<file path="config.mk">
export PLATFORM = sky130hd
export DESIGN_NAME = dds_parabolic_sine_tone_generator
export DESIGN_NICKNAME = d
export VERILOG_FILES = /design/src/sv/dpst_pkg.sv /design/src/sv/dds_parabolic_sine_tone_generator.sv /design/src/sv/dpst_cfg.sv /design/src/sv/dpst_front.sv /design/src/sv/dpst_queue.sv /design/src/sv/dpst_back.sv
export SDC_FILE = /design/constraint.sdc
export NUM_CORES = 1
export LEC_CHECK = 0
export BUFFER_PORTS_ARGS = -buffer_cell sky130_fd_sc_hd__buf_2
export CORE_MARGIN = 2
export CORE_UTILIZATION = 64
export CTS_CLUSTER_DIAMETER = 50
export DETAILED_ROUTE_END_ITERATION = 12
export GPL_TIMING_DRIVEN = 1
export MAX_ROUTING_LAYER = met4
export PLACE_DENSITY_LB_ADDON = 0.05
export SLEW_MARGIN = 20
export SYNTH_ARGS = -nofsm -noshare
export SYNTH_HDL_FRONTEND = slang
export SYNTH_HIERARCHICAL = 1
export SYNTH_SLANG_ARGS = --single-unit
export TNS_END_PERCENT = 100
</file>
<file path="constraint.sdc">
create_clock -name clk -period 11.4 [get_ports clk]
set_input_delay 1.71 -clock clk [delete_from_list [all_inputs] [get_ports clk]]
set_output_delay 1.71 -clock clk [all_outputs]
set_load 0.01 [all_outputs]
</file>
<file path="src/sv/dpst_pkg.sv">
`default_nettype none
package dpst_pkg;

  localparam int PHASE_W  = 26;
  localparam int DEG_W    = 9;
  localparam int FREQ_W   = 15;
  localparam int RATE_W   = 18;
  localparam int CHCNT_W  = 4;
  localparam int SAMPLE_W = 16;
  localparam int CHIDX_W  = 3;
  localparam int CFG_W    = 18;
  localparam int CFG_IDX_W = 2;
  localparam int QUO_W    = FREQ_W + 16;

  localparam logic [PHASE_W-1:0] TURN = PHASE_W'(360 << 16);

  localparam logic [CFG_IDX_W-1:0] REG_TONE_FREQ     = 2'd0;
  localparam logic [CFG_IDX_W-1:0] REG_SAMPLE_RATE   = 2'd1;
  localparam logic [CFG_IDX_W-1:0] REG_CHANNEL_COUNT = 2'd2;

  localparam logic [FREQ_W-1:0]  RST_TONE_FREQ     = 15'd440;
  localparam logic [RATE_W-1:0]  RST_SAMPLE_RATE   = 18'd48000;
  localparam logic [CHCNT_W-1:0] RST_CHANNEL_COUNT = 4'd2;
  localparam logic [PHASE_W-1:0] RST_INCREMENT     = 26'd216000;

  localparam logic [DEG_W-1:0] DEG_90  = 9'd90;
  localparam logic [DEG_W-1:0] DEG_180 = 9'd180;
  localparam logic [DEG_W-1:0] DEG_360 = 9'd360;

  localparam logic [14:0] SINE_K     = 15'd16570;
  localparam logic [14:0] FULL_SCALE = 15'd32767;
  localparam logic [8:0]  DEG_TURN   = 9'd360;

  typedef struct packed {
    logic [PHASE_W-1:0] inc;
    logic [CHCNT_W-1:0] chan_count;
    logic               busy;
  } cfg_state_t;

endpackage
`default_nettype wire

</file>
<file path="src/sv/dds_parabolic_sine_tone_generator.sv">
`default_nettype none
// channel  dir  handshake        payload
// in       in   valid / stall    frame_tick
// out      out  valid / stall    sample, channel_index, last_of_frame
// cfg      in   we               index, data (18 bits)
//
// sample formed in FOLD, SCALE; then one item per cycle per channel unless out stalls
// a register write recomputes the increment by division, one quotient bit per cycle;
// the input stalls meanwhile; a zero sample rate gives increment zero without dividing
// reset: registers 440 / 48000 / 2, phase zero, increment 216000; no clearing pass
// a two-entry queue between front and back lets input continue while outputs stall
module dds_parabolic_sine_tone_generator #(
  parameter int MAX_CHANNELS = 8
) (
  input  wire                                  clk,
  input  wire                                  rst_n,
  input  wire                                  in_valid,
  output logic                                 in_stall,
  input  wire                                  in_frame_tick,
  output logic                                 out_valid,
  input  wire                                  out_stall,
  output logic signed [dpst_pkg::SAMPLE_W-1:0] out_sample,
  output logic [dpst_pkg::CHIDX_W-1:0]         out_channel_index,
  output logic                                 out_last_of_frame,
  input  wire                                  cfg_we,
  input  wire  [dpst_pkg::CFG_IDX_W-1:0]       cfg_index,
  input  wire  [dpst_pkg::CFG_W-1:0]           cfg_data
);

  localparam int CW = $clog2(MAX_CHANNELS + 1);
  localparam int QW = dpst_pkg::DEG_W + CW;

  dpst_pkg::cfg_state_t cfg_state;
  logic          q_push;
  logic          q_pop;
  logic          q_full;
  logic          q_empty;
  logic [QW-1:0] q_wdata;
  logic [QW-1:0] q_rdata;

  dpst_cfg u_cfg (
    .clk       (clk),
    .rst_n     (rst_n),
    .cfg_we    (cfg_we),
    .cfg_index (cfg_index),
    .cfg_data  (cfg_data),
    .cfg_state (cfg_state)
  );

  dpst_front #(
    .MAX_CHANNELS (MAX_CHANNELS),
    .CW           (CW)
  ) u_front (
    .clk           (clk),
    .rst_n         (rst_n),
    .in_valid      (in_valid),
    .in_stall      (in_stall),
    .in_frame_tick (in_frame_tick),
    .cfg_state     (cfg_state),
    .q_full        (q_full),
    .q_push        (q_push),
    .q_wdata       (q_wdata)
  );

  dpst_queue #(
    .W (QW)
  ) u_queue (
    .clk   (clk),
    .rst_n (rst_n),
    .push  (q_push),
    .wdata (q_wdata),
    .pop   (q_pop),
    .rdata (q_rdata),
    .full  (q_full),
    .empty (q_empty)
  );

  dpst_back #(
    .CW (CW)
  ) u_back (
    .clk               (clk),
    .rst_n             (rst_n),
    .q_empty           (q_empty),
    .q_rdata           (q_rdata),
    .q_pop             (q_pop),
    .out_valid         (out_valid),
    .out_stall         (out_stall),
    .out_sample        (out_sample),
    .out_channel_index (out_channel_index),
    .out_last_of_frame (out_last_of_frame)
  );

endmodule
`default_nettype wire

</file>
<file path="src/sv/dpst_cfg.sv">
`default_nettype none
module dpst_cfg (
  input  wire                                  clk,
  input  wire                                  rst_n,
  input  wire                                  cfg_we,
  input  wire  [dpst_pkg::CFG_IDX_W-1:0]       cfg_index,
  input  wire  [dpst_pkg::CFG_W-1:0]           cfg_data,
  output dpst_pkg::cfg_state_t                 cfg_state
);

  logic [dpst_pkg::FREQ_W-1:0]  freq_r, freq_nxt;
  logic [dpst_pkg::RATE_W-1:0]  rate_r, rate_nxt;
  logic [dpst_pkg::CHCNT_W-1:0] chcnt_r, chcnt_nxt;
  logic [dpst_pkg::PHASE_W-1:0] inc_r, inc_nxt;
  logic                         busy_r, busy_nxt;
  logic [4:0]                   cnt_r, cnt_nxt;
  logic [dpst_pkg::RATE_W-1:0]  rem_r, rem_nxt;
  logic [dpst_pkg::QUO_W-1:0]   quo_r, quo_nxt;

  logic [dpst_pkg::RATE_W:0]    rem_sh;
  logic                         ge;
  logic [dpst_pkg::RATE_W:0]    rem_sub;
  logic [dpst_pkg::QUO_W-1:0]   quo_step;
  logic                         wr_hit;

  always_comb begin
    rem_sh   = {rem_r, quo_r[dpst_pkg::QUO_W-1]};
    ge       = rem_sh >= {1'b0, rate_r};
    rem_sub  = rem_sh - {1'b0, rate_r};
    quo_step = {quo_r[dpst_pkg::QUO_W-2:0], ge};
  end

  always_comb begin
    freq_nxt  = freq_r;
    rate_nxt  = rate_r;
    chcnt_nxt = chcnt_r;
    inc_nxt   = inc_r;
    busy_nxt  = busy_r;
    cnt_nxt   = cnt_r;
    rem_nxt   = rem_r;
    quo_nxt   = quo_r;
    wr_hit    = 1'b0;
    if (cfg_we) begin
      unique case (cfg_index)
        dpst_pkg::REG_TONE_FREQ: begin
          freq_nxt = cfg_data[dpst_pkg::FREQ_W-1:0];
          wr_hit   = 1'b1;
        end
        dpst_pkg::REG_SAMPLE_RATE: begin
          rate_nxt = cfg_data[dpst_pkg::RATE_W-1:0];
          wr_hit   = 1'b1;
        end
        dpst_pkg::REG_CHANNEL_COUNT: begin
          chcnt_nxt = cfg_data[dpst_pkg::CHCNT_W-1:0];
          wr_hit    = 1'b1;
        end
        default: wr_hit = 1'b0;
      endcase
    end
    if (wr_hit) begin
      rem_nxt = '0;
      quo_nxt = {freq_nxt, 16'd0};
      cnt_nxt = 5'(dpst_pkg::QUO_W - 1);
      if (rate_nxt == '0) begin
        busy_nxt = 1'b0;
        inc_nxt  = '0;
      end else begin
        busy_nxt = 1'b1;
      end
    end else if (busy_r) begin
      rem_nxt = ge ? rem_sub[dpst_pkg::RATE_W-1:0] : rem_sh[dpst_pkg::RATE_W-1:0];
      quo_nxt = quo_step;
      cnt_nxt = cnt_r - 5'd1;
      if (cnt_r == '0) begin
        busy_nxt = 1'b0;
        // 360 per unit of the low 16 quotient bits; whole turns give one turn
        if (quo_step == '0) begin
          inc_nxt = '0;
        end else if (quo_step[15:0] == 16'd0) begin
          inc_nxt = dpst_pkg::TURN;
        end else begin
          inc_nxt = dpst_pkg::PHASE_W'(quo_step[15:0] * dpst_pkg::DEG_TURN);
        end
      end
    end
  end

  always_ff @(posedge clk) begin
    if (!rst_n) begin
      freq_r  <= dpst_pkg::RST_TONE_FREQ;
      rate_r  <= dpst_pkg::RST_SAMPLE_RATE;
      chcnt_r <= dpst_pkg::RST_CHANNEL_COUNT;
      inc_r   <= dpst_pkg::RST_INCREMENT;
      busy_r  <= 1'b0;
      cnt_r   <= '0;
    end else begin
      freq_r  <= freq_nxt;
      rate_r  <= rate_nxt;
      chcnt_r <= chcnt_nxt;
      inc_r   <= inc_nxt;
      busy_r  <= busy_nxt;
      cnt_r   <= cnt_nxt;
    end
  end

  always_ff @(posedge clk) begin
    rem_r <= rem_nxt;
    quo_r <= quo_nxt;
  end

  assign cfg_state.inc        = inc_r;
  assign cfg_state.chan_count = chcnt_r;
  assign cfg_state.busy       = busy_r;

  a_inc_in_range: assert property (@(posedge clk) disable iff (!rst_n)
    inc_r <= dpst_pkg::TURN)
    else $error("increment beyond one turn");

endmodule
`default_nettype wire

</file>
<file path="src/sv/dpst_front.sv">
`default_nettype none
module dpst_front #(
  parameter int MAX_CHANNELS = 8,
  parameter int CW           = 4
) (
  input  wire                            clk,
  input  wire                            rst_n,
  input  wire                            in_valid,
  output logic                           in_stall,
  input  wire                            in_frame_tick,
  input  wire dpst_pkg::cfg_state_t      cfg_state,
  input  wire                            q_full,
  output logic                           q_push,
  output logic [dpst_pkg::DEG_W+CW-1:0]  q_wdata
);

  logic [dpst_pkg::PHASE_W-1:0] phase_r, phase_nxt;
  logic [dpst_pkg::PHASE_W-1:0] sum;
  logic [4:0]                   cc_ext;
  logic [CW-1:0]                n_sat;
  logic                         accept;

  assign in_stall = cfg_state.busy || q_full;
  assign accept   = in_valid && !in_stall;
  assign q_push   = accept && in_frame_tick;

  always_comb begin
    cc_ext = {1'b0, cfg_state.chan_count};
    if (cc_ext > 5'(MAX_CHANNELS)) begin
      n_sat = CW'(MAX_CHANNELS);
    end else begin
      n_sat = CW'(cfg_state.chan_count);
    end
  end

  assign q_wdata = {phase_r[dpst_pkg::DEG_W+15:16], n_sat};

  always_comb begin
    sum = phase_r + cfg_state.inc;
    if (sum > dpst_pkg::TURN) begin
      sum = sum - dpst_pkg::TURN;
    end
    phase_nxt = q_push ? sum : phase_r;
  end

  always_ff @(posedge clk) begin
    if (!rst_n) begin
      phase_r <= '0;
    end else begin
      phase_r <= phase_nxt;
    end
  end

  a_phase_in_range: assert property (@(posedge clk) disable iff (!rst_n)
    q_push |=> phase_r <= dpst_pkg::TURN)
    else $error("phase left one turn");

endmodule
`default_nettype wire

</file>
<file path="src/sv/dpst_queue.sv">
`default_nettype none
module dpst_queue #(
  parameter int W = 13
) (
  input  wire          clk,
  input  wire          rst_n,
  input  wire          push,
  input  wire [W-1:0]  wdata,
  input  wire          pop,
  output logic [W-1:0] rdata,
  output logic         full,
  output logic         empty
);

  logic [W-1:0] mem_r [2];
  logic         wp_r, wp_nxt;
  logic         rp_r, rp_nxt;
  logic [1:0]   cnt_r, cnt_nxt;

  assign full  = cnt_r == 2'd2;
  assign empty = cnt_r == 2'd0;
  assign rdata = mem_r[rp_r];

  always_comb begin
    wp_nxt  = push ? ~wp_r : wp_r;
    rp_nxt  = pop ? ~rp_r : rp_r;
    cnt_nxt = cnt_r + {1'b0, push} - {1'b0, pop};
  end

  always_ff @(posedge clk) begin
    if (!rst_n) begin
      wp_r  <= 1'b0;
      rp_r  <= 1'b0;
      cnt_r <= '0;
    end else begin
      wp_r  <= wp_nxt;
      rp_r  <= rp_nxt;
      cnt_r <= cnt_nxt;
    end
  end

  always_ff @(posedge clk) begin
    if (push) begin
      mem_r[wp_r] <= wdata;
    end
  end

  a_no_overflow: assert property (@(posedge clk) disable iff (!rst_n)
    !(push && full) && !(pop && empty))
    else $error("queue overflow or underflow");

endmodule
`default_nettype wire

</file>
<file path="src/sv/dpst_back.sv">
`default_nettype none
module dpst_back #(
  parameter int CW = 4
) (
  input  wire                                  clk,
  input  wire                                  rst_n,
  input  wire                                  q_empty,
  input  wire  [dpst_pkg::DEG_W+CW-1:0]        q_rdata,
  output logic                                 q_pop,
  output logic                                 out_valid,
  input  wire                                  out_stall,
  output logic signed [dpst_pkg::SAMPLE_W-1:0] out_sample,
  output logic [dpst_pkg::CHIDX_W-1:0]         out_channel_index,
  output logic                                 out_last_of_frame
);

  localparam logic [1:0] ST_IDLE  = 2'd0;
  localparam logic [1:0] ST_FOLD  = 2'd1;
  localparam logic [1:0] ST_SCALE = 2'd2;
  localparam logic [1:0] ST_EMIT  = 2'd3;

  logic [1:0]                   state_r, state_nxt;
  logic [dpst_pkg::DEG_W-1:0]   deg_r, deg_nxt;
  logic [CW-1:0]                n_r, n_nxt;
  logic [CW-1:0]                k_r, k_nxt;
  logic [12:0]                  xx_r, xx_nxt;
  logic                         neg_r, neg_nxt;
  logic [26:0]                  prod_r, prod_nxt;
  logic                         ov_r, ov_nxt;
  logic signed [dpst_pkg::SAMPLE_W-1:0] smp_r, smp_nxt;
  logic [dpst_pkg::CHIDX_W-1:0] idx_r, idx_nxt;
  logic                         last_r, last_nxt;

  logic [dpst_pkg::DEG_W-1:0]   x;
  logic                         neg;
  logic [27:0]                  prod_full;
  logic [14:0]                  mag;
  logic signed [dpst_pkg::SAMPLE_W-1:0] smp_cur;
  logic [CW+2:0]                k_ext;
  logic                         load;
  logic                         last_k;

  always_comb begin
    if (deg_r >= dpst_pkg::DEG_90) begin
      x = deg_r - dpst_pkg::DEG_90;
    end else begin
      x = dpst_pkg::DEG_90 - deg_r;
    end
    if (x >= dpst_pkg::DEG_360) begin
      x = x - dpst_pkg::DEG_360;
    end
    if (x >= dpst_pkg::DEG_180) begin
      x = dpst_pkg::DEG_360 - x;
    end
    neg = 1'b0;
    if (x >= dpst_pkg::DEG_90) begin
      neg = 1'b1;
      x   = dpst_pkg::DEG_180 - x;
    end
  end

  assign prod_full = xx_r * dpst_pkg::SINE_K;
  assign mag       = dpst_pkg::FULL_SCALE - prod_r[26:12];
  assign smp_cur   = neg_r ? -$signed({1'b0, mag}) : $signed({1'b0, mag});
  assign k_ext     = (CW+3)'(k_r);
  assign last_k    = (k_r + CW'(1)) == n_r;
  assign load      = !ov_r || !out_stall;
  assign q_pop     = (state_r == ST_IDLE) && !q_empty;

  always_comb begin
    state_nxt = state_r;
    deg_nxt   = deg_r;
    n_nxt     = n_r;
    k_nxt     = k_r;
    xx_nxt    = xx_r;
    neg_nxt   = neg_r;
    prod_nxt  = prod_r;
    ov_nxt    = ov_r;
    smp_nxt   = smp_r;
    idx_nxt   = idx_r;
    last_nxt  = last_r;
    if (load) begin
      ov_nxt = 1'b0;
    end
    unique case (state_r)
      ST_IDLE: begin
        if (q_pop) begin
          deg_nxt = q_rdata[dpst_pkg::DEG_W+CW-1:CW];
          n_nxt   = q_rdata[CW-1:0];
          k_nxt   = '0;
          if (q_rdata[CW-1:0] != '0) begin
            state_nxt = ST_FOLD;
          end
        end
      end
      ST_FOLD: begin
        xx_nxt    = 13'(x[6:0] * x[6:0]);
        neg_nxt   = neg;
        state_nxt = ST_SCALE;
      end
      ST_SCALE: begin
        prod_nxt  = prod_full[26:0];
        state_nxt = ST_EMIT;
      end
      ST_EMIT: begin
        if (load) begin
          ov_nxt   = 1'b1;
          smp_nxt  = smp_cur;
          idx_nxt  = k_ext[2:0];
          last_nxt = last_k;
          k_nxt    = k_r + CW'(1);
          if (last_k) begin
            state_nxt = ST_IDLE;
          end
        end
      end
      default: state_nxt = ST_IDLE;
    endcase
  end

  always_ff @(posedge clk) begin
    if (!rst_n) begin
      state_r <= ST_IDLE;
      ov_r    <= 1'b0;
    end else begin
      state_r <= state_nxt;
      ov_r    <= ov_nxt;
    end
  end

  always_ff @(posedge clk) begin
    deg_r  <= deg_nxt;
    n_r    <= n_nxt;
    k_r    <= k_nxt;
    xx_r   <= xx_nxt;
    neg_r  <= neg_nxt;
    prod_r <= prod_nxt;
    smp_r  <= smp_nxt;
    idx_r  <= idx_nxt;
    last_r <= last_nxt;
  end

  assign out_valid         = ov_r;
  assign out_sample        = smp_r;
  assign out_channel_index = idx_r;
  assign out_last_of_frame = last_r;

  a_frame_continues: assert property (@(posedge clk) disable iff (!rst_n)
    ov_r && !out_stall && !last_r |=> ov_r)
    else $error("gap inside a frame");

  a_sample_held_in_frame: assert property (@(posedge clk) disable iff (!rst_n)
    ov_r && !out_stall && !last_r |=> $stable(smp_r))
    else $error("sample changed inside a frame");

  a_pop_only_idle: assert property (@(posedge clk) disable iff (!rst_n)
    q_pop |-> !ov_r || last_r)
    else $error("new frame popped while a frame is open");

endmodule
`default_nettype wire
</file>
# [Word-level counts from Yosys, hierarchy flattened]
# Memory sizes are Yosys's and may differ from the RTL's. A register that Yosys moved wholly into a read port is not among the register bits.
# Index checks and enable logic that the tools add are counted.
[op_classes] multipliers=3 n_eq_ne=12 bitwise_logic=3 muxes=44 n_addsub=14 reduce_logical=28 order_cmp=7
[op_table] operator="26-bit two-way mux" count=6
[op_table] operator="31-bit two-way mux" count=2
[op_table] operator="18-bit two-way mux" count=3
[op_table] operator="15-bit two-way mux" count=3
[op_table] operator="31-bit zero test" count=1
[op_table] operator="9-bit two-way mux" count=3
[op_table] operator="26-bit adder" count=1
[op_table] operator="26-bit by 25-bit > comparator with 1-bit output (second input constant)" count=1
[op_table] operator="13-bit by 14-bit multiplier with 26-bit output (second input constant)" count=1
[op_table] operator="26-bit by 25-bit subtractor with 26-bit output (second input constant)" count=1
[op_table] operator="25-bit two-way mux" count=1
[op_table] operator="16-bit by 6-bit multiplier with 22-bit output (second input constant)" count=1
[op_table] operator="19-bit by 18-bit >= comparator with 1-bit output" count=1
[op_table] operator="9-bit by 7-bit >= comparator with 1-bit output (second input constant)" count=2
[op_table] operator="18-bit zero test" count=1
[op_table] operator="18-bit subtractor" count=1
[op_table] operator="16-bit zero test" count=1
[op_table] operator="15-bit negator with 16-bit output" count=1
[op_table] operator="15-bit subtractor (first input constant)" count=1
[op_table] operator="1-bit two-way mux" count=14
[op_table] operator="7-bit by 7-bit multiplier with 13-bit output" count=1
[op_table] operator="4-bit two-way mux" count=3
[op_table] operator="5-bit two-way mux" count=2
[op_table] operator="9-bit by 8-bit >= comparator with 1-bit output (second input constant)" count=1
[op_table] operator="33 further kinds" count=58
[totals] n_memories=1 register_bits=228 ramBits=26 output_inout_bits=22
[mem_list] name="u_queue.mem_r" words=2 word_bits=13 read_ports=1 rd_ports_with_merged_regs=1 write_ports=1 line="dpst_queue.sv:15" rtl="logic [W-1:0] mem_r [2];"

# [Longest topological paths before layout]
[logic_depth] ltp_word=9 depth_mapped=37 depth_no_buf=34

# [Cells and area by module]
# Netlist, hierarchy kept.
[modules_own_cells] mod="dpst_back" n_inst=1 area_per_inst_um2=7423.4 cells_per_inst=729
[modules_own_cells] mod="dpst_cfg" n_inst=1 area_per_inst_um2=7307.0 cells_per_inst=836
[modules_own_cells] mod="dpst_front" n_inst=1 area_per_inst_um2=2855.2 cells_per_inst=392
[modules_own_cells] mod="dpst_queue" n_inst=1 area_per_inst_um2=1159.9 cells_per_inst=61

# [Worst setup path after synthesis]
# OpenSTA, ideal clock, no wires.
[synth_path] kind="reg-to-reg" start="register u_back/deg_r[0] in the netlist's numbering" end="register u_back.xx_r[10], data pin" t_arrival_ns=7.727 t_required_ns=11.127 stages_incl_launch_ff=33 path_slack_ns=3.401 synth_period_minus_slack_ns=7.999 cell_sequence="edfxtp_1 > inv_1 > ha_1 > or4b_4 > o21ai_4 > nor3_1 > nor2_1 > ha_1 > nand2_1 > o221ai_4 > mux2i_4 > o2111ai_4 > nand2_2 > o211ai_1 > a311o_1 > buf_6 > and2_2 > xnor2_2 > inv_1 > and2_1 > ha_1 > xnor2_1 > fa_1 > inv_1 > fa_1 > inv_1 > fa_1 > inv_1 > ha_1 > nand2_1 > o41ai_4 > mux2i_1 > o2111ai_1"
[synth_between] elab_chain_cells=9 elab_cells_between_ends=14 classes_between="add/sub (5); mul (1); order compare (4); mux (4)"
[synth_rtl] element="from (decl)" line="dpst_back.sv:23" rtl="logic [dpst_pkg::DEG_W-1:0] deg_r, deg_nxt;"
[synth_rtl] element="from (signal assigned)" line="dpst_back.sv:132" rtl="deg_r <= deg_nxt;"
[synth_rtl] element="7-bit by 9-bit subtractor with 9-bit output (tied with other cells)" line="dpst_back.sv:47" rtl="x = dpst_pkg::DEG_90 - deg_r;"
[synth_rtl] element="9-bit two-way mux *" line="dpst_back.sv:44" rtl="if (deg_r >= dpst_pkg::DEG_90) begin"
[synth_rtl] element="9-bit subtractor / 9-bit >= comparator (equally long branches)" line="dpst_back.sv:50, dpst_back.sv:49"
[synth_rtl] element="9-bit two-way mux *" line="dpst_back.sv:49" rtl="if (x >= dpst_pkg::DEG_360) begin"
[synth_rtl] element="9-bit subtractor / 9-bit by 8-bit >= comparator with 1-bit output (equally long branches)" line="dpst_back.sv:53, dpst_back.sv:52"
[synth_rtl] element="9-bit two-way mux *" line="dpst_back.sv:52" rtl="if (x >= dpst_pkg::DEG_180) begin"
[synth_rtl] element="9-bit by 7-bit >= comparator with 1-bit output / 6-bit by 7-bit subtractor with 7-bit output (equally long branches)" line="dpst_back.sv:56, dpst_back.sv:58"
[synth_rtl] element="7-bit two-way mux *" line="dpst_back.sv:56" rtl="if (x >= dpst_pkg::DEG_90) begin"
[synth_rtl] element="7-bit by 7-bit multiplier with 13-bit output *" line="dpst_back.sv:97" rtl="xx_nxt = 13'(x[6:0] * x[6:0]);"
[synth_rtl] element="to (signal assigned)" line="dpst_back.sv:135" rtl="xx_r <= xx_nxt;"
[synth_rtl] element="to (decl)" line="dpst_back.sv:26" rtl="logic [12:0] xx_r, xx_nxt;"
# Every way passes the cells marked *; elsewhere a longest branch is shown, timed or not.
# A chain may end at the register's enable or synchronous reset.

# [Worst setup path after layout]
# Same ends and word-level chain as after synthesis.

==> results.sh <==
export IMPL_num_vias=14400
export IMPL_fin_worst_skew_ps=33.8
export IMPL_slowest_delay_ps=620
export IMPL_crit_path_max_fanout=17
export IMPL_area_growth_pct=8.40
export IMPL_start_kind="flip-flop"
export IMPL_synth_top_cells_by_area="edfxtp_1 17%, dfxtp_1 14%, ha_1 13%, fa_1 7.8%, inv_1 4.3%"
export IMPL_synthFlopType="dfxtp_1"
export IMPL_diodes=0
export IMPL_cp_data_arrival_time_ps=9560
export IMPL_wirelength_um=40300
export IMPL_cts_root_buffer="clkbuf_16"
export IMPL_hold_path_class="flip-flop to flip-flop"
export IMPL_io_buffer_count=47
export IMPL_globalplace_congestion=0.894
export IMPL_wl_per_cell_um=16.5
export IMPL_drt_first_pass_iters=5
export IMPL_max_cap_violations=0
export IMPL_clkTransAtPathRegs_ps=60
export IMPL_coreArea_um2=28800
export IMPL_fin_nets=2334
export IMPL_clock_fmax_mhz=107
export IMPL_grt_first_pass_wirelength_um=68200
export IMPL_dpl_hpwl_um=30100
export IMPL_start_util=0.651
export IMPL_crit_path_start="u_back/deg_r[0]"
export IMPL_worstSetupPathType="flip-flop to flip-flop"
export IMPL_fin_tns_setup_ps=0
export IMPL_drv_slew=0
export IMPL_grt_max_degree=78
export IMPL_outcome="finished clean"
export IMPL_drtIter0Drc=804
export IMPL_ff2ff_setup_slack_ps=2070
export IMPL_path_depth=30
export IMPL_synth_edf_count=106
export IMPL_reg2reg_from="u_back/deg_r[0]"
export IMPL_ctsResizeCount=0
export IMPL_reg2reg_to="u_back/xx_r[10]"
export IMPL_synthTopCellsByCount="213 x inv_1, 197 x ha_1, 182 x nand2_1"
export IMPL_vias_per_cell=5.88
export IMPL_die_w_um=175
export IMPL_cts_tree="built"
export IMPL_crit_buf_inv=4
export IMPL_syn_area_per_cell_um2=9.29
export IMPL_drcViolationCount=0
export IMPL_period_share=0.819
export IMPL_grt_total_usage=0.274
export IMPL_post_cts_buffers=0
export IMPL_rsz0062_at_grt="no"
export IMPL_ys_types=113
export IMPL_htreeDepth=2
export IMPL_worst_pin_slew_ps=862
export IMPL_n_fill_cell=2254
export IMPL_worstSetupEndpoint="u_back/xx_r[10]"
export IMPL_relSlewSlack=0.426
export IMPL_ios=48
export IMPL_cts_made_buffers=35
export IMPL_grt_overflow=0
export IMPL_die_y_um=175
export IMPL_post_route_min_period_ps=9330
export IMPL_synth_async_reset_ratio=0
export IMPL_postCtsHoldBufs=0
export IMPL_yosysMostFrequentCell="inv_1"
export IMPL_die_area_um2=30700
export IMPL_required_ps=11630
export IMPL_cts_sinks=239
export IMPL_clk_latency_ps=520
export IMPL_ys_seq_area_frac=0.312
export IMPL_end_kind="flip-flop"
export IMPL_cts_buffer_depth=3
export IMPL_antenna_found_initial=0
export IMPL_hp_start="u_front/phase_r[0]"
export IMPL_drive_gt1_frac=0.0949
export IMPL_r2r_cells=30
export IMPL_synth_largest_area_cell="edfxtp_1"
export IMPL_syn_inst=2018
export IMPL_hold_viol_final=0
export IMPL_ys_warn_count=6
export IMPL_ys_seq_elements=239
export IMPL_grt_pass1_vias=14100
export IMPL_cp_slowest_cell="xnor2_1"
export IMPL_syn_cell_area_um2=18700
export IMPL_rows=62
export IMPL_critPathTopFamily="adder cells"
export IMPL_hold_depth=2
export IMPL_yosys_area_top_type_share=0.170
export IMPL_drtAntennaViolNets=0
export IMPL_setup_viol=0
state kept, by name (all words and copies together), names as in the netlist, 2 cells and up, named ones only:
name,count
u_back/deg_r,9
u_back/k_r,4
u_back/n_r,4
u_back/out_channel_index,3
u_back/out_sample,16
u_back/prod_r,15
u_back/state_r,2
u_back/xx_r,12
u_cfg/chcnt_r,4
u_cfg/cnt_r,5
u_cfg/freq_r,15
u_cfg/inc_r,22
u_cfg/quo_r,31
u_cfg/rate_r,18
u_cfg/rem_r,18
u_front/phase_r,26
u_queue/cnt_r,2
u_queue/mem_r,26
cell type report:
class,count,area [um^2],area share
multi-input cells,1491,11700,0.575
well taps,384,480,0.0236
flip-flops and latches,239,5850,0.288
repair buffers,57,310,0.0153
clock buffers,38,918,0.0452
inverters,214,803,0.0395
clock inverters,26,279,0.0137
worst min-delay path by stage:
stage,to,slack [ps]
3_5_place_dp,u_front/phase_r[10],450
3_3_place_gp,u_front/phase_r[7],440
5_1_grt,u_front/phase_r[6],480
6_report,u_front/phase_r[0],460
4_1_cts,u_front/phase_r[10],460
2_1_floorplan,u_cfg/inc_r[19],430
per-stage QoR:
step,hold WS (ps),setup slack [ps],instances,instance area (um^2),utilization
6_report,458,2070,2449,20300,0.706
5_1_grt,480,1480,2449,20300,0.706
4_1_cts,460,2080,2449,20300,0.706
3_5_place_dp,453,2160,2385,19100,0.664
3_3_place_gp,445,2360,2385,19100,0.664
2_1_floorplan,432,3400,2021,18800,-
cell families after synthesis:
logic type | after synthesis | synth area share
compound gates | 437 | 0.162
xor+xnor | 105 | 0.0506
fa+ha+maj | 270 | 0.209
buf+inv | 291 | 0.0667
flops | 239 | 0.312
mux | 63 | 0.0355
other cells | 3 | 0.000601
simple gates | 610 | 0.164
tightest hold or removal path: stages, from the launching register on:
cell	delay, ps
dfxtp_1	310
nand2_1	50
a21oi_1	50
placed cells by master (no fill, tap or decap), types with 23 or more instances in the layout:
| cell | synthesis | final |
|---|---|---|
| xor2_1 | 40 | 40 |
| clkbuf_16 | 0 | 36 |
| nor2b_1 | 35 | 34 |
| nand3_1 | 48 | 48 |
| edfxtp_1 | 106 | 106 |
| and2_1 | 23 | 23 |
| nand2_1 | 182 | 182 |
| ha_1 | 197 | 197 |
| nor3_1 | 40 | 40 |
| inv_1 | 213 | 213 |
| nor2_1 | 128 | 128 |
| dfxtp_1 | 133 | 132 |
| a21oi_1 | 117 | 117 |
| fa_1 | 73 | 73 |
| xnor2_1 | 62 | 62 |
| o211ai_1 | 25 | 25 |
| nand4_1 | 25 | 25 |
| buf_2 | 10 | 47 |
| mux2i_1 | 47 | 47 |
| o21ai_0 | 102 | 102 |
layer usage:
metal	global-route usage	routed length [um]	vias up
met1	0.354	18400	6894
met5	-	0	-
met2	0.460	19700	255
met4	0.0694	837	0
met3	0.0331	1380	68
li1	-	-	7177
Power is not shown: default switching activity piles up to over one toggle a cycle in this logic, so the estimate is an artifact.
